File: src/hdl/alarm_tone_sequencer_core_defines.svh
// Assertion macros shared by the alarm tone sequencer RTL.
`ifndef ALARM_TONE_SEQUENCER_CORE_DEFINES_SVH
`define ALARM_TONE_SEQUENCER_CORE_DEFINES_SVH

// Same-cycle implication, checked outside reset.
`define ATS_ASSERT_IMP(lbl, ante, cons) \
  lbl: assert property (@(posedge clk) disable iff (rst) (ante) |-> (cons)) \
    else $error("alarm tone sequencer: assertion failed");

// Next-cycle implication, checked outside reset.
`define ATS_ASSERT_NXT(lbl, ante, cons) \
  lbl: assert property (@(posedge clk) disable iff (rst) (ante) |=> (cons)) \
    else $error("alarm tone sequencer: assertion failed");

`endif

File: src/hdl/ats_pkg.sv
// Types, constants and the tone table of the alarm tone sequencer.
package ats_pkg;

  localparam int HOUR_W   = 5;
  localparam int MINSEC_W = 6;
  localparam int HZ_W     = 11;
  localparam int IDX_W    = 3;
  localparam int PAUSE_W  = 2;

  localparam logic FUNC_TICK = 1'b0;
  localparam logic FUNC_ARM  = 1'b1;

  localparam logic [1:0] REG_HOUR   = 2'd0;
  localparam logic [1:0] REG_MINUTE = 2'd1;
  localparam logic [1:0] REG_SECOND = 2'd2;

  typedef struct packed {
    logic                armed;
    logic                running;
    logic                in_pause;
    logic [IDX_W-1:0]    tone_index;
    logic [IDX_W-1:0]    round_index;
    logic [PAUSE_W-1:0]  pause_ticks;
  } ats_state_t;

  typedef struct packed {
    logic                func;
    logic [HOUR_W-1:0]   now_hour;
    logic [MINSEC_W-1:0] now_minute;
    logic [MINSEC_W-1:0] now_second;
    logic                button_down;
  } ats_item_t;

  typedef struct packed {
    logic [HOUR_W-1:0]   hour;
    logic [MINSEC_W-1:0] minute;
    logic [MINSEC_W-1:0] second;
  } ats_alarm_t;

  typedef struct packed {
    logic [IDX_W-1:0]    round_count;
    logic [IDX_W-1:0]    tone_step;
    logic                fired;
    logic [HZ_W-1:0]     tone_hz;
    logic                buzzer_on;
    logic                led_on;
    logic                relay_on;
  } ats_result_t;

  function automatic logic [HZ_W-1:0] tone_freq(input logic [IDX_W-1:0] idx);
    logic [HZ_W-1:0] f;
    case (idx)
      3'd0:    f = 11'd1000;
      3'd1:    f = 11'd1200;
      3'd2:    f = 11'd800;
      3'd3:    f = 11'd1500;
      3'd4:    f = 11'd1000;
      3'd5:    f = 11'd1200;
      3'd6:    f = 11'd900;
      default: f = 11'd1000;
    endcase
    return f;
  endfunction

endpackage

File: src/hdl/ats_step.sv
// Next-state and result logic for one accepted item.
module ats_step
  import ats_pkg::*;
#(
  parameter int TONE_COUNT   = 7,
  parameter int ROUND_COUNT  = 6,
  parameter int PAUSE_LENGTH = 3
) (
  input  ats_state_t  state,
  input  ats_item_t   item,
  input  ats_alarm_t  alarm,
  output ats_state_t  state_next,
  output ats_result_t result
);

  localparam logic [IDX_W:0]     TONE_LIMIT  = (IDX_W+1)'(TONE_COUNT);
  localparam logic [IDX_W:0]     ROUND_LIMIT = (IDX_W+1)'(ROUND_COUNT);
  localparam logic [PAUSE_W-1:0] PAUSE_LOAD  = PAUSE_W'(PAUSE_LENGTH - 1);

  logic [IDX_W:0] tone_inc;
  logic [IDX_W:0] round_inc;
  logic           match;
  logic           fire;
  logic           tone_phase;

  assign tone_inc  = {1'b0, state.tone_index} + 1'b1;
  assign round_inc = {1'b0, state.round_index} + 1'b1;
  assign match = (item.now_hour == alarm.hour) && (item.now_minute == alarm.minute) &&
                 (item.now_second == alarm.second);

  always_comb begin
    state_next = state;
    fire       = 1'b0;
    if (item.func == FUNC_ARM) begin
      state_next.armed = 1'b1;
    end else if (state.running) begin
      if (state.in_pause) begin
        if (state.pause_ticks == '0) begin
          if (round_inc >= ROUND_LIMIT) begin
            state_next = '{armed: state.armed, default: '0};
          end else begin
            state_next.round_index = round_inc[IDX_W-1:0];
            state_next.tone_index  = '0;
            state_next.in_pause    = 1'b0;
          end
        end else begin
          state_next.pause_ticks = state.pause_ticks - 1'b1;
        end
      end else if (item.button_down) begin
        // stop skips the pause
        state_next = '{armed: state.armed, default: '0};
      end else if (tone_inc >= TONE_LIMIT) begin
        state_next.in_pause    = 1'b1;
        state_next.pause_ticks = PAUSE_LOAD;
      end else begin
        state_next.tone_index = tone_inc[IDX_W-1:0];
      end
    end else if (state.armed && match) begin
      fire       = 1'b1;
      state_next = '{running: 1'b1, default: '0};
    end
  end

  assign tone_phase = state_next.running && !state_next.in_pause;

  assign result.relay_on    = state_next.running;
  assign result.led_on      = tone_phase;
  assign result.buzzer_on   = tone_phase;
  assign result.tone_hz     = tone_phase ? tone_freq(state_next.tone_index) : '0;
  assign result.fired       = fire;
  assign result.tone_step   = state_next.tone_index;
  assign result.round_count = state_next.round_index;

endmodule

File: src/hdl/alarm_tone_sequencer_core.sv
// Alarm time comparator and tone sequencer top level with stream ports.
// One item is accepted per clock cycle; its result appears in the output register on
// the next cycle. The only thing that slows intake is the output register: while a
// result waits with m_tready low, s_tready is low. Arm items (s_tuser = 1) set the
// armed flag; tick items (s_tuser = 0) compare the time and advance the tone sequence.
// Alarm registers are written through cfg_we/cfg_index/cfg_data (0 hour, 1 minute,
// 2 second) and should only change while no transfer is in flight.
`include "alarm_tone_sequencer_core_defines.svh"

module alarm_tone_sequencer_core
  import ats_pkg::*;
#(
  parameter int TONE_COUNT   = 7,
  parameter int ROUND_COUNT  = 6,
  parameter int PAUSE_LENGTH = 3
) (
  input  logic        clk,
  input  logic        rst,
  input  logic        s_tvalid,
  output logic        s_tready,
  // now_hour[4:0], now_minute[10:5], now_second[16:11], button_down[17], zero pad
  input  logic [23:0] s_tdata,
  // func[0]
  input  logic        s_tuser,
  output logic        m_tvalid,
  input  logic        m_tready,
  // relay_on[0], led_on[1], buzzer_on[2], tone_hz[13:3], fired[14],
  // tone_step[17:15], round_count[20:18], zero pad
  output logic [23:0] m_tdata,
  input  logic        cfg_we,
  input  logic [1:0]  cfg_index,
  input  logic [5:0]  cfg_data
);

  ats_state_t  state;
  ats_state_t  state_next;
  ats_alarm_t  alarm;
  ats_item_t   item;
  ats_result_t result;
  ats_result_t out_reg;
  logic        s_accept;

  assign item = '{func:        s_tuser,
                  now_hour:    s_tdata[4:0],
                  now_minute:  s_tdata[10:5],
                  now_second:  s_tdata[16:11],
                  button_down: s_tdata[17]};

  assign s_tready = !m_tvalid || m_tready;
  assign s_accept = s_tvalid && s_tready;

  always_ff @(posedge clk) begin
    if (rst) begin
      alarm <= '0;
    end else if (cfg_we) begin
      case (cfg_index)
        REG_HOUR:   alarm.hour   <= cfg_data[HOUR_W-1:0];
        REG_MINUTE: alarm.minute <= cfg_data;
        REG_SECOND: alarm.second <= cfg_data;
        default:    ;
      endcase
    end
  end

  ats_step #(
    .TONE_COUNT   (TONE_COUNT),
    .ROUND_COUNT  (ROUND_COUNT),
    .PAUSE_LENGTH (PAUSE_LENGTH)
  ) u_step (
    .state      (state),
    .item       (item),
    .alarm      (alarm),
    .state_next (state_next),
    .result     (result)
  );

  always_ff @(posedge clk) begin
    if (rst) begin
      state    <= '0;
      m_tvalid <= 1'b0;
    end else begin
      if (s_accept) begin
        state <= state_next;
      end
      if (s_accept) begin
        m_tvalid <= 1'b1;
      end else if (m_tready) begin
        m_tvalid <= 1'b0;
      end
    end
  end

  always_ff @(posedge clk) begin
    if (s_accept) begin
      out_reg <= result;
    end
  end

  assign m_tdata = {3'b000, out_reg};

  `ATS_ASSERT_IMP(a_idle_clean, !state.running,
                  !state.in_pause && state.tone_index == '0 && state.round_index == '0)
  `ATS_ASSERT_IMP(a_fired_tone, m_tvalid && out_reg.fired,
                  out_reg.relay_on && out_reg.led_on && !state.armed)
  `ATS_ASSERT_NXT(a_arm_sets, s_accept && s_tuser == FUNC_ARM, state.armed)
  `ATS_ASSERT_IMP(a_silent_off, m_tvalid && !out_reg.led_on,
                  out_reg.tone_hz == '0 && !out_reg.buzzer_on)

endmodule
File: config.mk
export PLATFORM = sky130hd
export DESIGN_NAME = alarm_tone_sequencer_core
export DESIGN_NICKNAME = d
export VERILOG_FILES = /design/src/hdl/ats_pkg.sv /design/src/hdl/ats_step.sv /design/src/hdl/alarm_tone_sequencer_core.sv
export VERILOG_INCLUDE_DIRS = /design/src /design/src/hdl
export SDC_FILE = /design/constraint.sdc
export NUM_CORES = 1
export LEC_CHECK = 0
export BUFFER_PORTS_ARGS = -buffer_cell sky130_fd_sc_hd__buf_4
export CORE_MARGIN = 1
export CORE_UTILIZATION = 44
export CTS_CLUSTER_DIAMETER = 60
export DETAILED_ROUTE_END_ITERATION = 10
export PLACE_DENSITY = 0.74
export RECOVER_POWER = 50
export SLEW_MARGIN = 10
export SYNTH_ARGS = -nofsm -noshare
export SYNTH_HDL_FRONTEND = slang
export SYNTH_SLANG_ARGS = --single-unit
File: constraint.sdc
create_clock -name clk -period 2.9 [get_ports clk]
set_input_delay 0.29 -clock clk [delete_from_list [all_inputs] [get_ports clk]]
set_output_delay 0.29 -clock clk [all_outputs]
set_load 0.02 [all_outputs]
# == Yosys cells after proc, flatten, opt, wreduce, memory -nomap -nowiden ==
# Index checks and enable logic that the tools add are counted.
# totals
ff_bits,49
# op_classes
reduce_logical,20
bitwise_logic,1
eq_ne,13
muxes,21
n_addsub,3
n_lt_le_gt_ge,2
# ops
operator,count
$pmux W11 S4,1
$mux W11,3
$eq A6 B6 Y1,2
$mux W10,1
$mux W3,3
$add A3 B1 Y4 const B,2
$ge A4 B3 Y1 const B,2
$mux W2,4
$mux W8,1
$mux W1,7
$eq A3 B2 Y1 const B,2
$eq A3 B3 Y1 const B,2
$reduce_and A2 Y1,3
$reduce_bool A2 Y1,3
$eq A5 B5 Y1,1
$logic_and A1 B1 Y1,5
$reduce_and A5 Y1,1
$logic_not A2 Y1,2
$mux W4,1
$ne A4 B3 Y1 const B,1
$ne A4 B4 Y1 const B,1
$reduce_or A2 Y1,2
$eq A3 B1 Y1 const B,1
$reduce_and A3 Y1,1
7 further kinds,8

# == Logic depth before layout (Yosys ltp) ==
# logic_depth
depth_word,10
depth_mapped,9
depth_no_buf,8

# == Hierarchy ==
# A second synthesis with hierarchy kept.
# unflattened
cells_unflattened,262
hier_area_um2,2655.0
# modules_own_cells
module,seq_area_each_um2,cells_each,area_per_inst_um2,instances
alarm_tone_sequencer_core,1211.2,136,1801.7,1
ats_step,0.0,126,853.3,1

# == Worst setup path before layout ==
# OpenSTA, ideal clock, no wires.
# synth_path
path_type,register to register
start,register alarm[14] (netlist name)
end,register out_reg (netlist bit m_tdata[9]) (data pin)
t_arrival_ns,1.920
path_stages_with_launch,8
synth_period_minus_slack_ns,2.080
setup_time_ns,0.160
required_ns,2.740
path_buffers,0
setup_slack_ns,0.820
path_cell_list,dfxtp_1 -> xnor2_1 -> nand4_1 -> or4_4 -> o21ai_2 -> inv_2 -> or3_1 -> a211oi_2
# synth_rtl
element,line_no,source
"end signal, assigned",alarm_tone_sequencer_core.sv:95,out_reg <= result;
"end, declared",alarm_tone_sequencer_core.sv:40,ats_result_t out_reg;

# == Final worst setup path ==
# layout_path
start,register alarm[4] (netlist name)
end,register out_reg (netlist bit m_tdata[7]) (data pin)
# layout_via
elab_chain_cells,9
elab_cells_between_ends,15
cone_classes,6 x eq/ne; 4 x mux; 5 x reduce/logical
# layout_lines
element,line_no,source
$eq A6 B6 Y1 *,ats_step.sv:29,(item.now_second == alarm.second);
$logic_and A1 B1 Y1 *,ats_step.sv:28,assign match = (item.now_hour == alarm.hour) && (item.now_minute == alarm.minute) &&
$logic_and A1 B1 Y1 *,ats_step.sv:58,end else if (state.armed && match) begin
$mux W11 *,ats_step.sv:58,
$mux W11 *,ats_step.sv:36,end else if (state.running) begin
$mux W10 *,ats_step.sv:34,if (item.func == FUNC_ARM) begin
$eq A3 B1 Y1 / $eq A3 B3 Y1 (equally long branches),ats_pkg.sv:52,case (idx)
$reduce_or A2 Y1 (no source line),--,
$pmux W11 S4,ats_pkg.sv:52,
# Every way passes the cells marked *; elsewhere a longest branch is shown, timed or not. The select of a mux whose other input is x is not followed.
# A chain may end at the register's enable or synchronous reset.

==> impl_summary.log <==
INFO  metric synth_sequential_area_ratio = 44.96%
INFO  metric most_area_consuming_cells_after_synthesis = sky130_fd_sc_hd__dfxtp_1 (25%), sky130_fd_sc_hd__edfxtp_1 (20%), sky130_fd_sc_hd__mux2i_1 (8.5%), sky130_fd_sc_hd__nor2_1 (4.6%), sky130_fd_sc_hd__xor2_1 (4.5%)
INFO  metric worst_hold_path_type = input pin to register
INFO  metric synth_warnings = 0
INFO  metric die_x = 75.24 um
INFO  metric cts_resized = 0
INFO  metric clk-insertion-delay-late = 300 ps
INFO  metric max-clock-path-buffers = 2
INFO  metric path_class = register to register
INFO  metric routed_wire_length_per_instance = 12.99 um
INFO  metric synth_top_cells_by_count = sky130_fd_sc_hd__dfxtp_1 (29), sky130_fd_sc_hd__nor2_1 (29), sky130_fd_sc_hd__mux2i_1 (20), sky130_fd_sc_hd__edfxtp_1 (16)
INFO  metric setup.reg_to_reg.worst_slack = 510 ps
INFO  metric dr_total_vias = 1915
INFO  metric vias_per_cell = 5.275
INFO  metric cts_tree = yes
INFO  metric worst_ir_drop_vdd = 0.2924 mV
INFO  metric floorplan.initialDensity = 45.91%
INFO  metric net_switching_share_of_the_total_power = 23.25%
INFO  metric first_pass_grt_wire_length = 7734 um
INFO  metric rr_endpoint = m_tdata[7]
INFO  metric finClkSkew = 5.416 ps
INFO  metric ant_nets = 0
INFO  metric synth.distinct_cells = 53
INFO  metric critPathLaunch = alarm[4]
INFO  metric syn_inst = 243
INFO  metric cts.sinks = 45
INFO  metric cp-start-kind = register
INFO  metric number_of_buffer_cells_added_on_primary_ports = 52
INFO  metric clk_pin_slew = 90 ps
INFO  metric die_area = 5660 um^2
INFO  metric yosys.area.top_type = sky130_fd_sc_hd__dfxtp_1
INFO  metric postCtsSetupRepairBufs = 0
INFO  metric status = completed
INFO  metric insertedDiodeCount = 0
INFO  metric critical_path.endpoint_type = register
INFO  metric number_of_maximum_capacitance_constraint_violations = 0
INFO  metric setup-violations-final = 0
INFO  metric floorplan.die.height = 75.24 um
INFO  metric syn-mean-instance-area = 9.711 um^2
INFO  metric share_clk_of_total_power = 40.0%
INFO  metric timing_hold_violations_final = 0
INFO  metric power_report.internal_total = 1091 uW
INFO  metric cts_htree_levels = 2
INFO  metric grt_pass1_vias = 1754
INFO  metric ctsHoldBuffers = 0
INFO  metric r2r_start = alarm[4]
INFO  metric timing.setup.tns = 0 ps
INFO  metric worstPathArrival = 2490 ps
INFO  metric finalWeightedCongestion = 0.8745
INFO  metric hpwl = 3424 um
INFO  metric endpoint = m_tdata[7]
INFO  metric drive_gt1_share = 15.02%
INFO  metric power_frac_seq = 48.5%
INFO  metric cts_buf_count = 5
INFO  metric detailedRoute.firstIterationViolations = 135
INFO  metric yosys_register_bits = 45
INFO  metric detail_route.wirelength = 4714 um
INFO  metric comb_power_share = 11.5%
INFO  metric reg2regPathDepth = 6
INFO  metric critPathMaxFanout = 9
INFO  metric leakagePower = 0.001142 uW
INFO  metric clock-root-buffer = sky130_fd_sc_hd__clkbuf_8
INFO  metric synth_edf_count = 16
INFO  metric core_area = 5140 um^2
INFO  metric layout.core_utilization = 54.87%
INFO  metric layoutNonFillerInstCount = 363
INFO  metric ys.flop_type = sky130_fd_sc_hd__dfxtp_1
INFO  metric route.detailed.drc = 0
INFO  metric antenna_found_initial = 0
INFO  metric asyncSetResetFlopFracSynth = 0%
INFO  metric net-switching-power = 330.4 uW
INFO  metric grtUsageTotal = 18.40%
INFO  metric maxSlewViolCount = 0
INFO  metric relSlewSlack = 35.99%
INFO  metric critPathRequiredTime = 3000 ps
INFO  metric firstDrtPassIters = 5
INFO  metric worst-slew-pin-transition = 960.2 ps
INFO  metric final_net_count = 333
INFO  metric grt_start_max_net_pins = 31
INFO  metric fill_cells = 512
INFO  metric fp-row-count = 26
INFO  metric syn2layout_area_growth = 19.51%
INFO  metric min_period = 2390 ps
INFO  metric count_of_placed_standard_cells_including_taps = 355
INFO  metric io_pins = 64
INFO  metric synth.top_cell.area_share = 24.60%
INFO  metric power_per_cell_area = 503.9 nW/um^2
INFO  metric fin_crit_sh = 82.42%
INFO  metric overflow = 0
INFO  metric maxClockFrequency = 418.4 MHz
INFO  metric netlist_area = 2360 um^2
INFO  metric grt_setup_unrepaired = no
## cells in the final DEF, fill, tap and decap left out, types with 3 or more instances in the layout
| cell | instances |
|---|---|
| sky130_fd_sc_hd__ha_1 | 3 |
| sky130_fd_sc_hd__a211oi_1 | 7 |
| sky130_fd_sc_hd__nand3b_1 | 3 |
| sky130_fd_sc_hd__a31oi_1 | 3 |
| sky130_fd_sc_hd__nor3_1 | 3 |
| sky130_fd_sc_hd__clkbuf_1 | 25 |
| sky130_fd_sc_hd__o21a_1 | 4 |
| sky130_fd_sc_hd__nor2_1 | 29 |
| sky130_fd_sc_hd__o31ai_1 | 3 |
| sky130_fd_sc_hd__nand2_1 | 12 |
| sky130_fd_sc_hd__o41ai_1 | 3 |
| sky130_fd_sc_hd__dfxtp_1 | 29 |
| sky130_fd_sc_hd__mux2i_1 | 20 |
| sky130_fd_sc_hd__o21ai_0 | 6 |
| sky130_fd_sc_hd__conb_1 | 5 |
| sky130_fd_sc_hd__clkbuf_8 | 5 |
| sky130_fd_sc_hd__a21oi_1 | 7 |
| sky130_fd_sc_hd__edfxtp_1 | 16 |
| sky130_fd_sc_hd__buf_4 | 29 |
| sky130_fd_sc_hd__nor4_1 | 4 |
| sky130_fd_sc_hd__xor2_1 | 12 |
| sky130_fd_sc_hd__o21ai_1 | 4 |
| sky130_fd_sc_hd__inv_1 | 7 |
| sky130_fd_sc_hd__nand2b_1 | 5 |
| sky130_fd_sc_hd__or3_1 | 6 |
| sky130_fd_sc_hd__xnor2_1 | 6 |
| sky130_fd_sc_hd__nor3b_1 | 3 |
## layout make-up
type	instances	area, um^2	area share, %
Multi-Input combinational cell	176	1185	42.01
Clock inverter	3	68.82	2.440
Tap cell	70	87.58	3.106
Clock buffer	5	68.82	2.440
Sequential cell	45	1061	37.62
Timing Repair Buffer	54	311.5	11.05
Inverter	10	37.54	1.331
## worst min path at each step
| stage | slack (ps) | from | to | cells past startpoint |
|---|---|---|---|---|
| floorplan | 420 | s_tvalid | m_tvalid | 2 |
| global placement | 450 | state[10] | state[10] | 2 |
| detailed placement | 460 | state[10] | state[10] | 2 |
| CTS | 220 | cfg_data[5] | alarm[11] | 3 |
| global route | 230 | cfg_data[5] | alarm[5] | 3 |
| finish | 220 | cfg_data[5] | alarm[11] | 3 |
## layer usage
metal | GRT usage, % | vias up | share of wire [%]
met1 | 21.54 | 876 | 43
met4 | 6.173 | 0 | 1.3
li1 | - | 969 | -
met2 | 32.03 | 64 | 49
met5 | 0 | - | 0
met3 | 5.756 | 6 | 7.1
## metrics by stage
stage          setup slack, ps  total power [uW]  hold WS [ps]  cell area [um^2]
6_report                 509.8              1421         223.3              2820
4_1_cts                  511.8              1450         219.0              2914
3_5_place_dp             484.2             883.1         459.2              2776
5_1_grt                  346.2              1476         230.1              2820
2_1_floorplan            820.3             811.7         419.5              2375
3_3_place_gp             464.7             879.7         449.2              2776
## kinds of logic (layout without fill, tap and decap cells)
family,after synthesis,in the layout,share of synthesized area (%)
other,1,5,0.1589
XOR/XNOR,18,18,6.681
AO/OA/AOI/OAI,52,52,15.59
buffers and inverters,26,72,5.462
AND/OR/NAND/NOR,78,78,17.07
multiplexers,20,20,8.483
adder cells (fa/ha/maj),3,3,1.591
flip-flops,45,45,44.96
## registers in the layout, summed over array words and instances, names as in the netlist
register,cells
alarm,17
m_tdata,16
state,11
m_tvalid,1
## critical path, stage by stage (launching register included)
cell and delay (ps):
sky130_fd_sc_hd__dfxtp_1 330, sky130_fd_sc_hd__xor2_1 150, sky130_fd_sc_hd__nor4_1 450, sky130_fd_sc_hd__nand3_2 290
sky130_fd_sc_hd__o21a_1 340, sky130_fd_sc_hd__o21a_1 300, sky130_fd_sc_hd__nor4b_1 320
## power groups by stage
stage               Combinational, uW  Sequential (uW)  Clock, uW
floorplan                        93.8              718          0
global placement                  177              703          0
detailed placement                179              704          0
CTS                               180              689        580
global route                      182              693        600
finish                            164              689        568
No activity file was read; power rests on OpenSTA's default activity.
